[config.mk]
export PLATFORM = sky130hd
export DESIGN_NAME = lcrh_ctrl
export DESIGN_NICKNAME = d
export VERILOG_FILES = /design/src/lcrh_pkg.sv /design/src/lcrh_ctrl.sv
export SDC_FILE = /design/constraint.sdc
export NUM_CORES = 1
export LEC_CHECK = 0
export BUFFER_PORTS_ARGS = -buffer_cell sky130_fd_sc_hd__buf_2
export CAP_MARGIN = 20
export CORE_MARGIN = 4
export CORE_UTILIZATION = 54
export CTS_CLUSTER_DIAMETER = 60
export CTS_CLUSTER_SIZE = 28
export DETAILED_ROUTE_END_ITERATION = 7
export PLACE_DENSITY = 0.8
export SLEW_MARGIN = 25
export SYNTH_ARGS = -nofsm -noshare
export SYNTH_HDL_FRONTEND = slang
export SYNTH_SLANG_ARGS = --single-unit
[constraint.sdc]
create_clock -name clk_i -period 2.1 [get_ports clk_i]
set_input_delay 0 -clock clk_i [delete_from_list [all_inputs] [get_ports clk_i]]
set_output_delay 0 -clock clk_i [all_outputs]
set_load 0.01 [all_outputs]
[src/lcrh_pkg.sv]
// shared types, constants and the sine table for the crossfading loop record head
package lcrh_pkg;

  localparam int unsigned BUFFER_FRAMES   = 65536;
  localparam int unsigned AW              = $clog2(BUFFER_FRAMES);
  localparam int unsigned SINE_TABLE_SIZE = 1024;
  localparam int unsigned SW              = $clog2(SINE_TABLE_SIZE);
  localparam int unsigned FW              = 25;
  localparam logic [FW-1:0] FADE_ONE      = 25'h1000000;
  localparam longint unsigned HALF_PI_Q30 = 64'd1686629713;

  localparam int unsigned CFG_IDX_W = 4;
  localparam int unsigned CFG_DW    = 32;

  localparam int unsigned FLAG_LOOP = 0;
  localparam int unsigned FLAG_REC  = 1;
  localparam int unsigned FLAG_EQ   = 2;

  typedef enum logic [CFG_IDX_W-1:0] {
    CFG_RATE       = 4'd0,
    CFG_LOOP_START = 4'd1,
    CFG_LOOP_END   = 4'd2,
    CFG_FADE_STEP  = 4'd3,
    CFG_REC_LEVEL  = 4'd4,
    CFG_PRE_LEVEL  = 4'd5,
    CFG_SHAPING    = 4'd6,
    CFG_FLAGS      = 4'd7
  } cfg_idx_e;

  typedef enum logic [1:0] {
    HM_INACTIVE,
    HM_FADEIN,
    HM_ACTIVE,
    HM_FADEOUT
  } head_mode_e;

  typedef enum logic [2:0] {
    MEM_IDLE,
    MEM_CLEAR,
    MEM_RD_TAP,
    MEM_RD_W0,
    MEM_RD_W1,
    MEM_WR_W0,
    MEM_WR_W1
  } mem_op_e;

  typedef enum logic [3:0] {
    MUL_NONE,
    MUL_C3F,
    MUL_TF,
    MUL_DFR,
    MUL_RG,
    MUL_RECFR,
    MUL_CUT,
    MUL_NFPRE,
    MUL_FPRE,
    MUL_NFRG,
    MUL_FRG,
    MUL_XP,
    MUL_OLDG
  } mul_op_e;

  typedef enum logic [3:0] {
    OP_NONE,
    OP_T1,
    OP_T2,
    OP_RES,
    OP_GLIN,
    OP_GROM,
    OP_GSUM,
    OP_ACC0,
    OP_ACC1,
    OP_OUT,
    OP_RG,
    OP_GW0,
    OP_GW1,
    OP_ACCW
  } dp_op_e;

  typedef enum logic [4:0] {
    S_CLEAR,
    S_IDLE,
    S_CUT,
    S_ADV,
    S_RAMP,
    S_RD,
    S_RDW,
    S_C3,
    S_T1,
    S_M2,
    S_T2,
    S_M3,
    S_RES,
    S_GRD,
    S_GMUL,
    S_GSUM,
    S_MX0,
    S_MX1,
    S_MX2,
    S_OUT,
    S_W0,
    S_W1,
    S_W2,
    S_W3,
    S_W4,
    S_W5,
    S_W6,
    S_W7,
    S_W8,
    S_W9,
    S_W10,
    S_W11
  } ctl_state_e;

  typedef struct packed {
    logic       in_load;
    logic       cut;
    logic       adv;
    logic       ramp;
    logic       head;
    logic [1:0] tap;
    mem_op_e    mem_op;
    mul_op_e    mul_op;
    dp_op_e     op;
  } cmd_t;

  typedef struct packed {
    logic       clr_last;
    logic       eq;
    logic       rec_run;
    logic [1:0] wr_en;
  } stat_t;

  typedef logic [FW-1:0] sine_rom_t [SINE_TABLE_SIZE+1];

  // shift and subtract quotient, only used while building the table
  function automatic longint unsigned udiv(input longint unsigned num,
                                           input longint unsigned den);
    longint unsigned q;
    longint unsigned r;
    q = '0;
    r = '0;
    for (int b = 63; b >= 0; b--) begin
      r = {r[62:0], num[b]};
      if (r >= den) begin
        r    = r - den;
        q[b] = 1'b1;
      end
    end
    return q;
  endfunction

  function automatic sine_rom_t build_sine();
    sine_rom_t       tbl;
    longint unsigned th;
    longint unsigned term;
    longint          sum;
    longint          v;
    for (int k = 0; k <= int'(SINE_TABLE_SIZE); k++) begin
      th   = (HALF_PI_Q30 * longint'(k)) >> SW;
      term = th;
      sum  = longint'(th);
      for (int i = 1; i <= 7; i++) begin
        term = (((term * th) >> 30) * th) >> 30;
        term = udiv(term, 64'((2 * i) * (2 * i + 1)));
        if ((i & 1) == 1) begin
          sum = sum - longint'(term);
        end else begin
          sum = sum + longint'(term);
        end
      end
      v = (sum >= 0) ? ((sum + 32) >>> 6) : 64'sd0;
      if (v > longint'(FADE_ONE)) begin
        v = longint'(FADE_ONE);
      end
      tbl[k] = v[FW-1:0];
    end
    return tbl;
  endfunction

endpackage

[src/lcrh_ctrl.sv]
// sequencer for memory clear, tick, cut, interpolated reads, mix and overdub writes
module lcrh_ctrl (
  input  logic            clk_i,
  input  logic            rst_ni,
  input  logic            in_valid_i,
  input  logic            in_mode_i,
  output logic            in_ready_o,
  input  logic            out_ready_i,
  output logic            out_valid_o,
  output lcrh_pkg::cmd_t  cmd_o,
  input  lcrh_pkg::stat_t stat_i
);
  import lcrh_pkg::*;

  ctl_state_e state_q, state_d;
  logic       head_q, head_d;
  logic [1:0] tap_q, tap_d;
  logic       ov_q, ov_d;

  always_ff @(posedge clk_i or negedge rst_ni) begin
    if (!rst_ni) begin
      state_q <= S_CLEAR;
      head_q  <= 1'b0;
      tap_q   <= '0;
      ov_q    <= 1'b0;
    end else begin
      state_q <= state_d;
      head_q  <= head_d;
      tap_q   <= tap_d;
      ov_q    <= ov_d;
    end
  end

  assign out_valid_o = ov_q;

  always_comb begin
    state_d    = state_q;
    head_d     = head_q;
    tap_d      = tap_q;
    ov_d       = ov_q & ~out_ready_i;
    in_ready_o = 1'b0;
    cmd_o         = '0;
    cmd_o.head    = head_q;
    cmd_o.tap     = tap_q;
    cmd_o.mem_op  = MEM_IDLE;
    cmd_o.mul_op  = MUL_NONE;
    cmd_o.op      = OP_NONE;
    unique case (state_q)
      S_CLEAR: begin
        cmd_o.mem_op = MEM_CLEAR;
        if (stat_i.clr_last) begin
          state_d = S_IDLE;
        end
      end
      S_IDLE: begin
        in_ready_o = 1'b1;
        head_d     = 1'b0;
        if (in_valid_i) begin
          cmd_o.in_load = 1'b1;
          state_d = in_mode_i ? S_CUT : S_ADV;
        end
      end
      S_CUT: begin
        cmd_o.cut = 1'b1;
        state_d   = S_IDLE;
      end
      S_ADV: begin
        cmd_o.adv = 1'b1;
        head_d    = ~head_q;
        if (head_q) begin
          state_d = S_RAMP;
        end
      end
      S_RAMP: begin
        cmd_o.ramp = 1'b1;
        tap_d      = '0;
        state_d    = S_RD;
      end
      S_RD: begin
        cmd_o.mem_op = MEM_RD_TAP;
        tap_d        = tap_q + 2'd1;
        if (tap_q == 2'd3) begin
          state_d = S_RDW;
        end
      end
      S_RDW: state_d = S_C3;
      S_C3: begin
        cmd_o.mul_op = MUL_C3F;
        state_d      = S_T1;
      end
      S_T1: begin
        cmd_o.op = OP_T1;
        state_d  = S_M2;
      end
      S_M2: begin
        cmd_o.mul_op = MUL_TF;
        state_d      = S_T2;
      end
      S_T2: begin
        cmd_o.op = OP_T2;
        state_d  = S_M3;
      end
      S_M3: begin
        cmd_o.mul_op = MUL_TF;
        state_d      = S_RES;
      end
      S_RES: begin
        cmd_o.op = OP_RES;
        head_d   = ~head_q;
        state_d  = head_q ? S_GRD : S_RD;
      end
      S_GRD: begin
        if (stat_i.eq) begin
          cmd_o.op = OP_GROM;
          state_d  = S_GMUL;
        end else begin
          cmd_o.op = OP_GLIN;
          head_d   = ~head_q;
          if (head_q) begin
            state_d = S_MX0;
          end
        end
      end
      S_GMUL: begin
        cmd_o.mul_op = MUL_DFR;
        state_d      = S_GSUM;
      end
      S_GSUM: begin
        cmd_o.op = OP_GSUM;
        head_d   = ~head_q;
        state_d  = head_q ? S_MX0 : S_GRD;
      end
      S_MX0: begin
        cmd_o.head   = 1'b0;
        cmd_o.mul_op = MUL_RG;
        state_d      = S_MX1;
      end
      S_MX1: begin
        cmd_o.head   = 1'b1;
        cmd_o.mul_op = MUL_RG;
        cmd_o.op     = OP_ACC0;
        state_d      = S_MX2;
      end
      S_MX2: begin
        cmd_o.op = OP_ACC1;
        state_d  = S_OUT;
      end
      S_OUT: begin
        head_d = 1'b0;
        if (!ov_q || out_ready_i) begin
          cmd_o.op = OP_OUT;
          ov_d     = 1'b1;
          state_d  = stat_i.rec_run ? S_W0 : S_IDLE;
        end
      end
      S_W0: begin
        if (stat_i.wr_en[head_q]) begin
          cmd_o.mul_op = MUL_RECFR;
          state_d      = S_W1;
        end else begin
          head_d  = ~head_q;
          state_d = head_q ? S_IDLE : S_W0;
        end
      end
      S_W1: begin
        cmd_o.mul_op = MUL_CUT;
        state_d      = S_W2;
      end
      S_W2: begin
        cmd_o.op     = OP_RG;
        cmd_o.mul_op = MUL_NFPRE;
        cmd_o.mem_op = MEM_RD_W0;
        state_d      = S_W3;
      end
      S_W3: begin
        cmd_o.op     = OP_GW0;
        cmd_o.mul_op = MUL_NFRG;
        state_d      = S_W4;
      end
      S_W4: begin
        cmd_o.mul_op = MUL_XP;
        state_d      = S_W5;
      end
      S_W5: begin
        cmd_o.op     = OP_ACCW;
        cmd_o.mul_op = MUL_OLDG;
        state_d      = S_W6;
      end
      S_W6: begin
        cmd_o.mem_op = MEM_WR_W0;
        state_d      = S_W7;
      end
      S_W7: begin
        cmd_o.mem_op = MEM_RD_W1;
        cmd_o.mul_op = MUL_FPRE;
        state_d      = S_W8;
      end
      S_W8: begin
        cmd_o.op     = OP_GW1;
        cmd_o.mul_op = MUL_FRG;
        state_d      = S_W9;
      end
      S_W9: begin
        cmd_o.mul_op = MUL_XP;
        state_d      = S_W10;
      end
      S_W10: begin
        cmd_o.op     = OP_ACCW;
        cmd_o.mul_op = MUL_OLDG;
        state_d      = S_W11;
      end
      S_W11: begin
        cmd_o.mem_op = MEM_WR_W1;
        head_d       = ~head_q;
        state_d      = head_q ? S_IDLE : S_W0;
      end
      default: state_d = S_IDLE;
    endcase
  end

endmodule

==> run metrics, run 1 <==
Post-synth ARST share 100.0%; synthesized netlist cell count 177; First DRT Iteration DRCs 156; Vias/cell 6.580; clk_skew 0.01286 ns; critical path arrival 1.94 ns; outcome finished, final reports clean; crit path cell chain buf_12 > nand2_1 > nor3_1 > o21ai_0 > o311ai_1 > buf_2; first-pass GRT wire length 6.617 mm; TritonCTS clock tree yes; initial antenna violation count 0; WS Path Type reg -> out; compound-cell area share of the yosys netlist 36.27%; CP delay by family, top flip-flops; # rows 17; GRT Util Overall 25.86%; Synth Register Bits 9; CP max stage delay 0.57 ns; M2 GR Usage 42.41%; Syn-to-layout area delta 20.69%; post-synth top area share 17.65%; Mapped Area 1276 µm²; Pre-Repair DR Iteration Count 4; Unique masters post-synth 63; Tightest Pin Transition 0.3643 ns; WL per Instance 17.34 µm; Final Core Density 68.96%; gpl congestion 1.041; setup_tns 0 ns; Buf+Inv Stages, Crit Path 2; peak supply drop 0.7491 mV; I/O Buffers 29; initial core utilization 57.14%; Area contributors post-synth dfrtp_1 (18%), a21oi_1 (6.7%), nand2_1 (4.4%); post-CTS setup buffers 0; Critical Path End Type output port; clock sink count 9; max-cap viol count 0; Vias 1566; fin crit share 92.55%; Die H 56.62 µm; grt total ovfl 0; met3 usage 3.678%; R2R Setup Slk 0.26 ns; I/O pins 30; CP max-delay cell dfrtp_1; clk slew on worst S/H paths 0.08 ns; vias in the first global route 1378; Power Density 1489 nW/µm²; EDFF count, synth 0; H-tree depth 1; hold crit path type in -> reg; Slew headroom 75.51%; ANT cells 0; Synth Net Count 188; fraction of synthesized cell area in xor and xnor cells 1.373%; Longest Clk Path Bufs 2; M1 GR Usage 34.49%; Simple-Gate Fraction of Synth Area 32.25%; YS warnings 0; hpwl dp 3.152 mm; fin crit period 1.943 ns; largest net degree at the start of global routing 26; Layout Nets 222; RSZ-0062 raised after global routing no; most frequent cell after synthesis a21oi_1; Max Slew Vio Count 0; Adder-Cell Fraction of Synth Area 0.9804%; grt peak-use layer met2; fmax 0.5145 GHz; top cell type by total area after synthesis dfrtp_1; Root Driver clkbuf_4; # setup viols final 0; static leakage 0.0006839 µW; Data required, critical path 2.10 ns; main flop type after synthesis dfrtp_1; DRT antenna net count 0; DRC 0; crit start category register; Avg Inst Size Synth 7.210 µm²; top post-synthesis cells by count a21oi_1 (17), nand2_1 (15), buf_2 (11), o21ai_0 (10); core footprint 2233 µm²; CTS Buf Count 3; final hold violations 0; Seq/Total Area, Yosys 17.65%; largest family of logic cells by synthesized area compound AO/OA/AOI/OAI gates; Routed WL 4.128 mm; clk_lat worst skew 0.27 ns; worst-path fanout max 25; multiplexer area fraction after synthesis 2.745%; share of layout cells above drive strength 1 30.95%; DIE AREA 3205 µm²; Die Wd 56.62 µm
layout by cell type, fill, tap and decap left out, types with 2 or more instances in the layout:
master    synthesis  routed
dfrtp_1           9       6
nor2b_1           3       3
a21oi_1          17      17
nand3_1           4       4
nor3_2            2       2
nor4_1            2       2
buf_4             1      15
clkbuf_4          0       3
a31oi_1           3       3
inv_1             4       4
nor3_1            7       7
a21o_1            2       2
nand2b_1          9       9
and2_1            2       2
nor3b_1           2       2
mux2i_1           2       2
nand2_1          15      15
buf_2            11      29
nor2_1            9       9
o221ai_1          3       3
inv_2             2       2
o311ai_1          2       2
a32oi_1           2       2
dfrtp_2           0       3
o21ai_1           6       6
and2b_1           3       3
o21ai_0          10      10
o22ai_1           5       5
o21a_1            2       2
where the power goes:
group / total [µW] / switching (µW) / internal (µW)
registers: 408 / 164 / 244
clock network: 145 / 71.9 / 73.5
logic: 1740 / 984 / 757
routing by layer:
layer / wire length (µm) / up-vias
li1: - / 736
met2: 1977 / 106
met1: 1677 / 712
met3: 385 / 12
met5: 0 / -
met4: 88 / 0
cell type report:
class	count	area, µm²
multi-input cells	145	939.7
fillers	205	693.2
repair buffers	46	287.8
flip-flops and latches	9	229.0
well taps	28	35.03
clock buffers	4	26.28
inverters	6	22.52
registers in the layout (all words and copies together), names as in the netlist:
register,flops
tap_q,2
out_valid_o,1
head_q,1
state_q,5
timing repair:
action	CTS	global route
endpoints found under the setup margin	0	2
hold buffers	1	0
endpoints found under the hold margin	9	0
resized for setup	0	3
worst paths after layout:
check                           cells after the start       start         end
worst max register to register                      5  state_q[3]      head_q
worst min register to register                      2    tap_q[1]    tap_q[1]
worst max-delay path                                6  state_q[3]    cmd_o[1]
worst min-delay path                                3   stat_i[4]  state_q[0]
min in group asynchronous                           2      rst_ni    tap_q[1]
max in group asynchronous                           2      rst_ni  state_q[4]
worst min-delay path: stages:
cell	delay, ns
buf_2	0.10
nor4_1	0.05
a31oi_1	0.13
cell families (layout without fill, tap and decap cells):
family,Yosys count,count (layout)
multiplexers,3,3
adder cells (fa/ha/maj),1,1
buffers and inverters,23,56
AO/OA/AOI/OAI,68,68
AND/OR/NAND/NOR,71,71
XOR/XNOR,2,2
flip-flops,9,9
metrics by stage:
| step | setup slack (ns) | area [µm²] | power, µW | cells | hold WS, ns |
|---|---|---|---|---|---|
| global placement | 0.2457 | 1500 | 2072 | 233 | -0.1349 |
| detailed placement | 0.2454 | 1500 | 2093 | 233 | -0.1297 |
| global route | 0.04531 | 1540 | 2451 | 238 | 0.05303 |
| CTS | 0.06293 | 1536 | 2246 | 238 | 0.06037 |
| floorplan | 0.5333 | 1276 | 1580 | 177 | -0.2956 |
| finish | 0.1565 | 1540 | 2294 | 238 | 0.06442 |
No activity file was read; power rests on OpenSTA's default activity.
==> run 2: changes to the inputs <==
--- a/config.mk
+++ b/config.mk
@@ -8,11 +8,10 @@
 export BUFFER_PORTS_ARGS = -buffer_cell sky130_fd_sc_hd__buf_2
 export CAP_MARGIN = 20
 export CORE_MARGIN = 4
-export CORE_UTILIZATION = 54
+export CORE_UTILIZATION = 30
 export CTS_CLUSTER_DIAMETER = 60
 export CTS_CLUSTER_SIZE = 28
 export DETAILED_ROUTE_END_ITERATION = 7
-export PLACE_DENSITY = 0.8
 export SLEW_MARGIN = 25
 export SYNTH_ARGS = -nofsm -noshare
 export SYNTH_HDL_FRONTEND = slang
==> run 2 against run 1 <==
Against the previous run:
- clock skew decreased by 0.0072 ns
- fmax increased by 1.8%
- routed wire length decreased by 0.63%
- hold slack improved by 0.022 ns
- non-clock buffer count increased by 4
- combinational power about the same
==> run metrics, run 2 (synthesized netlist as in run 1, its figures left out) <==
outcome finished, final reports clean; P_int 1150 µW; DRT antenna net count 0; peak supply drop 0.4262 mV; GRT Util Overall 15.88%; post-CTS setup buffers 0; crit start category register; worst-path fanout max 19; hpwl dp 3.092 mm; vias in the first global route 1388; CP max-delay cell dfrtp_2; top flop regs state_q x5, tap_q x2; critical path arrival 1.91 ns; clock sink count 9; Hold WS 0.08677 ns; Comb pwr share 72.9%; Die Wd 73.23 µm; WL per Instance 15.54 µm; I/O Buffers 29; Routed WL 4.102 mm; WS Path Type reg -> out; commonest cells after routing, fill and taps aside buf_2 (29), buf_4 (19), a21oi_1 (17); sw frac 51.06%; Clk pwr share 8.6%; sequential cell fraction of total power 18.5%; clk_lat worst skew 0.23 ns; final hold violations 0; Buf+Inv Stages, Crit Path 2; fin crit share 90.88%; Longest Clk Path Bufs 2; Data required, critical path 2.10 ns; Slew headroom 67.23%; clk_skew 0.005675 ns; TritonCTS clock tree yes; Syn-to-layout area delta 26.67%; I/O pins 30; DRC 0; switching power 1200 µW; Largest Register state_q; crit path cell chain inv_1 > nand2_1 > nor3_1 > o21ai_0 > o311ai_1 > buf_2; Critical Path End Type output port; H-tree depth 1; gpl congestion 0.9102; Vias/cell 5.625; first-pass GRT wire length 6.886 mm; Max Slew Vio Count 0; Root Driver clkbuf_8; core footprint 4058 µm²; Vias 1485; initial core utilization 31.45%; largest net degree at the start of global routing 28; RSZ-0062 raised after global routing no; hold crit path type in -> reg; setup_tns 0 ns; Layout Nets 226; grt total ovfl 0; Pre-Repair DR Iteration Count 4; First DRT Iteration DRCs 131; max FFs per register 5; Power Density 1454 nW/µm²; DIE AREA 5362 µm²; ANT cells 0; CP delay by family, top flip-flops; CP max stage delay 0.52 ns; max-cap viol count 0; commonest non-fill, non-tap cell in the layout buf_2; Tightest Pin Transition 0.4916 ns; initial antenna violation count 0; Die H 73.23 µm; static leakage 0.0007140 µW; share of layout cells above drive strength 1 32.24%; # setup viols final 0; # rows 23; fin crit period 1.909 ns; fmax 0.5240 GHz; clk slew on worst S/H paths 0.05 ns; CTS Buf Count 3
-- run 2: changes by cell type in the layout (fill, tap and decap cells not counted) --
cell	delta
buf_4	+4
clkbuf_4	-3
clkbuf_8	+3
-- run 2: final cells by class --
type,instances,area (µm²)
sequential,9,229.0
tap,50,62.56
fill,429,2441
timing repair buffer,50,317.8
clock buffer,4,45.04
inverter,6,22.52
multi-input combinational,145,939.7
-- run 2: metal layers --
| metal | wire, µm | track usage, % |
|---|---|---|
| met4 | 18 | 2.869 |
| met1 | 1869 | 22.22 |
| met3 | 265 | 1.653 |
| met5 | 0 | 0 |
| met2 | 1949 | 26.42 |
-- run 2: final timing paths --
| check | cells after the start | slack (ns) | to | startpoint |
|---|---|---|---|---|
| hold / removal | 3 | 0.09 | state_q[0] | stat_i[4] |
| min in group asynchronous | 2 | 0.15 | tap_q[1] | rst_ni |
| setup reg to reg | 5 | 0.30 | head_q | state_q[4] |
| hold reg to reg | 2 | 0.53 | tap_q[1] | tap_q[1] |
| setup / recovery | 6 | 0.19 | cmd_o[1] | state_q[1] |
| max in group asynchronous | 2 | 1.74 | state_q[4] | rst_ni |
-- run 2: power by group through the flow --
stage,logic (µW),clock network (µW),registers (µW)
global placement,1690,0,425
detailed placement,1690,0,431
floorplan,1270,0,309
CTS,1700,207,428
global route,1880,214,455
finish,1710,202,436
-- run 2: worst reg2reg max path, stage by stage, from the launching register on --
cell      delay (ns)
dfrtp_2         0.53
buf_4           0.21
nand2b_1        0.21
nor3_1          0.34
nor3_2          0.10
mux2_4          0.30
-- run 2: metrics by stage --
stage | cells | instance area [µm²] | util (%) | setup slack, ns | total power (µW)
final | 264 | 1617 | 39.84 | 0.1915 | 2350
after floorplan | 177 | 1276 | - | 0.5333 | 1580
after global placement | 259 | 1558 | 38.39 | 0.1973 | 2119
after CTS | 264 | 1613 | 39.75 | 0.06490 | 2335
after global routing | 264 | 1617 | 39.84 | 0.06797 | 2550
after detailed placement | 259 | 1558 | 38.39 | 0.1898 | 2122
-- run 2: repair_timing --
action | CTS | global route
endpoints found under the hold margin | 9 | 0
gates resized for setup | 0 | 3
setup endpoints to repair | 0 | 4
hold buffers | 1 | 0
==> run 3: changes to the inputs <==
--- a/config.mk
+++ b/config.mk
@@ -5,6 +5,7 @@
 export SDC_FILE = /design/constraint.sdc
 export NUM_CORES = 1
 export LEC_CHECK = 0
+export ABC_AREA = 1
 export BUFFER_PORTS_ARGS = -buffer_cell sky130_fd_sc_hd__buf_2
 export CAP_MARGIN = 20
 export CORE_MARGIN = 4
==> run 3 against run 2 <==
Against the previous run:
- routed wire length grew 9.7%
- non-clock buffer count shrank 16
- fmax shrank 0.28%
- die area shrank 3.8%
==> run metrics, run 3 <==
DIE AREA 5160 µm²; Worst Hold Depth 4; Synth Register Bits 9; critical path arrival 1.91 ns; H-tree depth 1; CP max stage delay 0.54 ns; clock sink count 9; setup ws final 0.1861 ns; Reg2Reg Depth 11; Post-synth ARST share 100.0%; YS warnings 0; Placed Area 1433 µm²; max FFs per register 5; Longest Clk Path Bufs 2; Vias 1639; Worst Hold End out_valid_o; Max Slew Vio Count 0; setup_tns 0 ns; Root Driver clkbuf_8; I/O pins 30; gpl congestion 0.9993; outcome finished, final reports clean; Critical Path End Type output port; worst flop-to-flop path startpoint state_q[0]; worst-path fanout max 8; # setup viols final 0; grt total ovfl 0; I/O Buffers 29; crit path cell chain nand2_2 > inv_2 > nand3_2 > a21oi_1 > nor3_1 > nand3_1 > buf_2; fmax 0.5225 GHz; RSZ-0062 raised after global routing no; crit start category register; R2R Setup Slk 0.21 ns; commonest non-fill, non-tap cell in the layout nand2_1; # rows 22; fin crit share 91.14%; Tightest Pin Transition 0.3654 ns; top cell type by total area after synthesis nand2_1; Data required, critical path 2.10 ns; Avg Inst Size Synth 5.582 µm²; hold crit path type in -> reg; vias in the first global route 1490; DRC 0; Mapped Area 1222 µm²; most frequent cell after synthesis nand2_1; top flop regs state_q x5, tap_q x2; Unique masters post-synth 27; Hold WS 0.03888 ns; final hold violations 0; Syn-to-layout area delta 21.70%; First DRT Iteration DRCs 356; worst flop-to-flop path endpoint state_q[0]; clk_skew 0.004262 ns; Seq. cell area 225.2 µm²; first-pass GRT wire length 7.176 mm; initial antenna violation count 0; Die Wd 71.84 µm; ANT cells 0; clk_lat worst skew 0.23 ns; WL per Instance 14.94 µm; EDFF count, synth 0; Seq/Total Area, Yosys 18.42%; commonest cells after routing, fill and taps aside nand2_1 (64), nand3_1 (29), buf_2 (29); CTS Buf Count 3; static leakage 0.0009532 µW; post-CTS setup buffers 0; max-cap viol count 0; CP max-delay cell dfrtp_1; Vias/cell 5.445; Area contributors post-synth nand2_1 (20%), dfrtp_1 (18%), nand3_1 (12%); min-delay src out_ready_i; Synth Net Count 230; final-layout fill cell count 422; synthesized netlist cell count 219; Slew headroom 75.61%; clk slew on worst S/H paths 0.05 ns; Layout Nets 265; multi-input combinational cell area 848.3 µm²; WS Path Type reg -> out; Die H 71.84 µm; pre-CTS setup slack 0.2634 ns; initial core utilization 32.18%; Routed WL 4.498 mm; post-synth top area share 19.65%; TritonCTS clock tree yes; fin crit period 1.914 ns; top post-synthesis cells by count nand2_1 (64), nand3_1 (29), nor2_1 (27), inv_1 (23), inv_2 (10); GRT Util Overall 17.37%; share of layout cells above drive strength 1 24.51%; Design Area, Final 1488 µm²; Power Density 1344 nW/µm²; main flop type after synthesis dfrtp_1; Largest Register state_q; DRT antenna net count 0; hpwl dp 3.669 mm; core footprint 3799 µm²; Pre-Repair DR Iteration Count 6; largest net degree at the start of global routing 19; peak supply drop 0.5465 mV
-- run 3: changes by cell type after synthesis, sizes merged, moves of 6 or more --
cell    delta
nand2     +50
nand3     +29
inv       +27
nor2      +25
a21oi     -14
buf       -12
nand2b     -9
nand4      +6
-- run 3: final cells by class --
| class | count | share of cell area, % |
|---|---|---|
| Clock buffer | 4 | 3.028 |
| Tap cell | 48 | 4.037 |
| Inverter | 33 | 8.326 |
| Sequential cell | 9 | 15.14 |
| Timing Repair Buffer | 34 | 12.45 |
| Multi-Input combinational cell | 173 | 57.02 |
-- run 3: layer usage --
layer / vias up / share of wire [%] / track usage [%]
li1: 784 / - / -
met1: 706 / 42 / 23.10
met2: 126 / 44 / 27.55
met3: 23 / 10 / 3.506
met4: 0 / 3.9 / 6.472
met5: - / 0 / 0
-- run 3: critical path: cells and delay by family, from the launching register on --
family | cells | cell delay, ns
AND/OR/NAND/NOR | 4 | 0.53
buffers and inverters | 2 | 0.29
flip-flops | 1 | 0.54
AO/OA/AOI/OAI | 1 | 0.31
-- run 3: how the worst max path moves through the flow --
| stage | endpoint | cells after the start | from |
|---|---|---|---|
| global placement | state_q[0] | 11 | state_q[0] |
| global route | state_q[0] | 11 | state_q[0] |
| detailed placement | state_q[0] | 11 | state_q[0] |
| floorplan | state_q[0] | 11 | state_q[0] |
| finish | cmd_o[0] | 7 | state_q[0] |
| CTS | cmd_o[5] | 7 | state_q[0] |
-- run 3: kinds of logic (layout without fill, tap and decap cells) --
group,count (synthesis),after routing,synth area share (%)
flops,9,9,18.42
compound gates,24,24,12.18
simple gates,148,148,56.19
fa+ha+maj,1,1,1.023
buf+inv,37,71,12.18
-- run 3: repair_timing --
action                    in CTS  in global routing
hold buffers                   1                  0
hold endpoints to repair       9                  0
resized for setup              0                  0
-- run 3: metrics by stage --
stage               instances  util [%]  power, µW
floorplan                 219         -       1357
global placement          296     37.71       1807
detailed placement        296     37.71       1775
CTS                       301     39.16       1984
global route              301     39.16       2208
finish                    301     39.16       1999
-- run 3: where the power goes --
| group | internal [µW] | switching [µW] | leakage, µW |
|---|---|---|---|
| logic | 472 | 957 | 0.000815 |
| clock network | 132 | 68.6 | 0.0000228 |
| registers | 252 | 118 | 0.000116 |
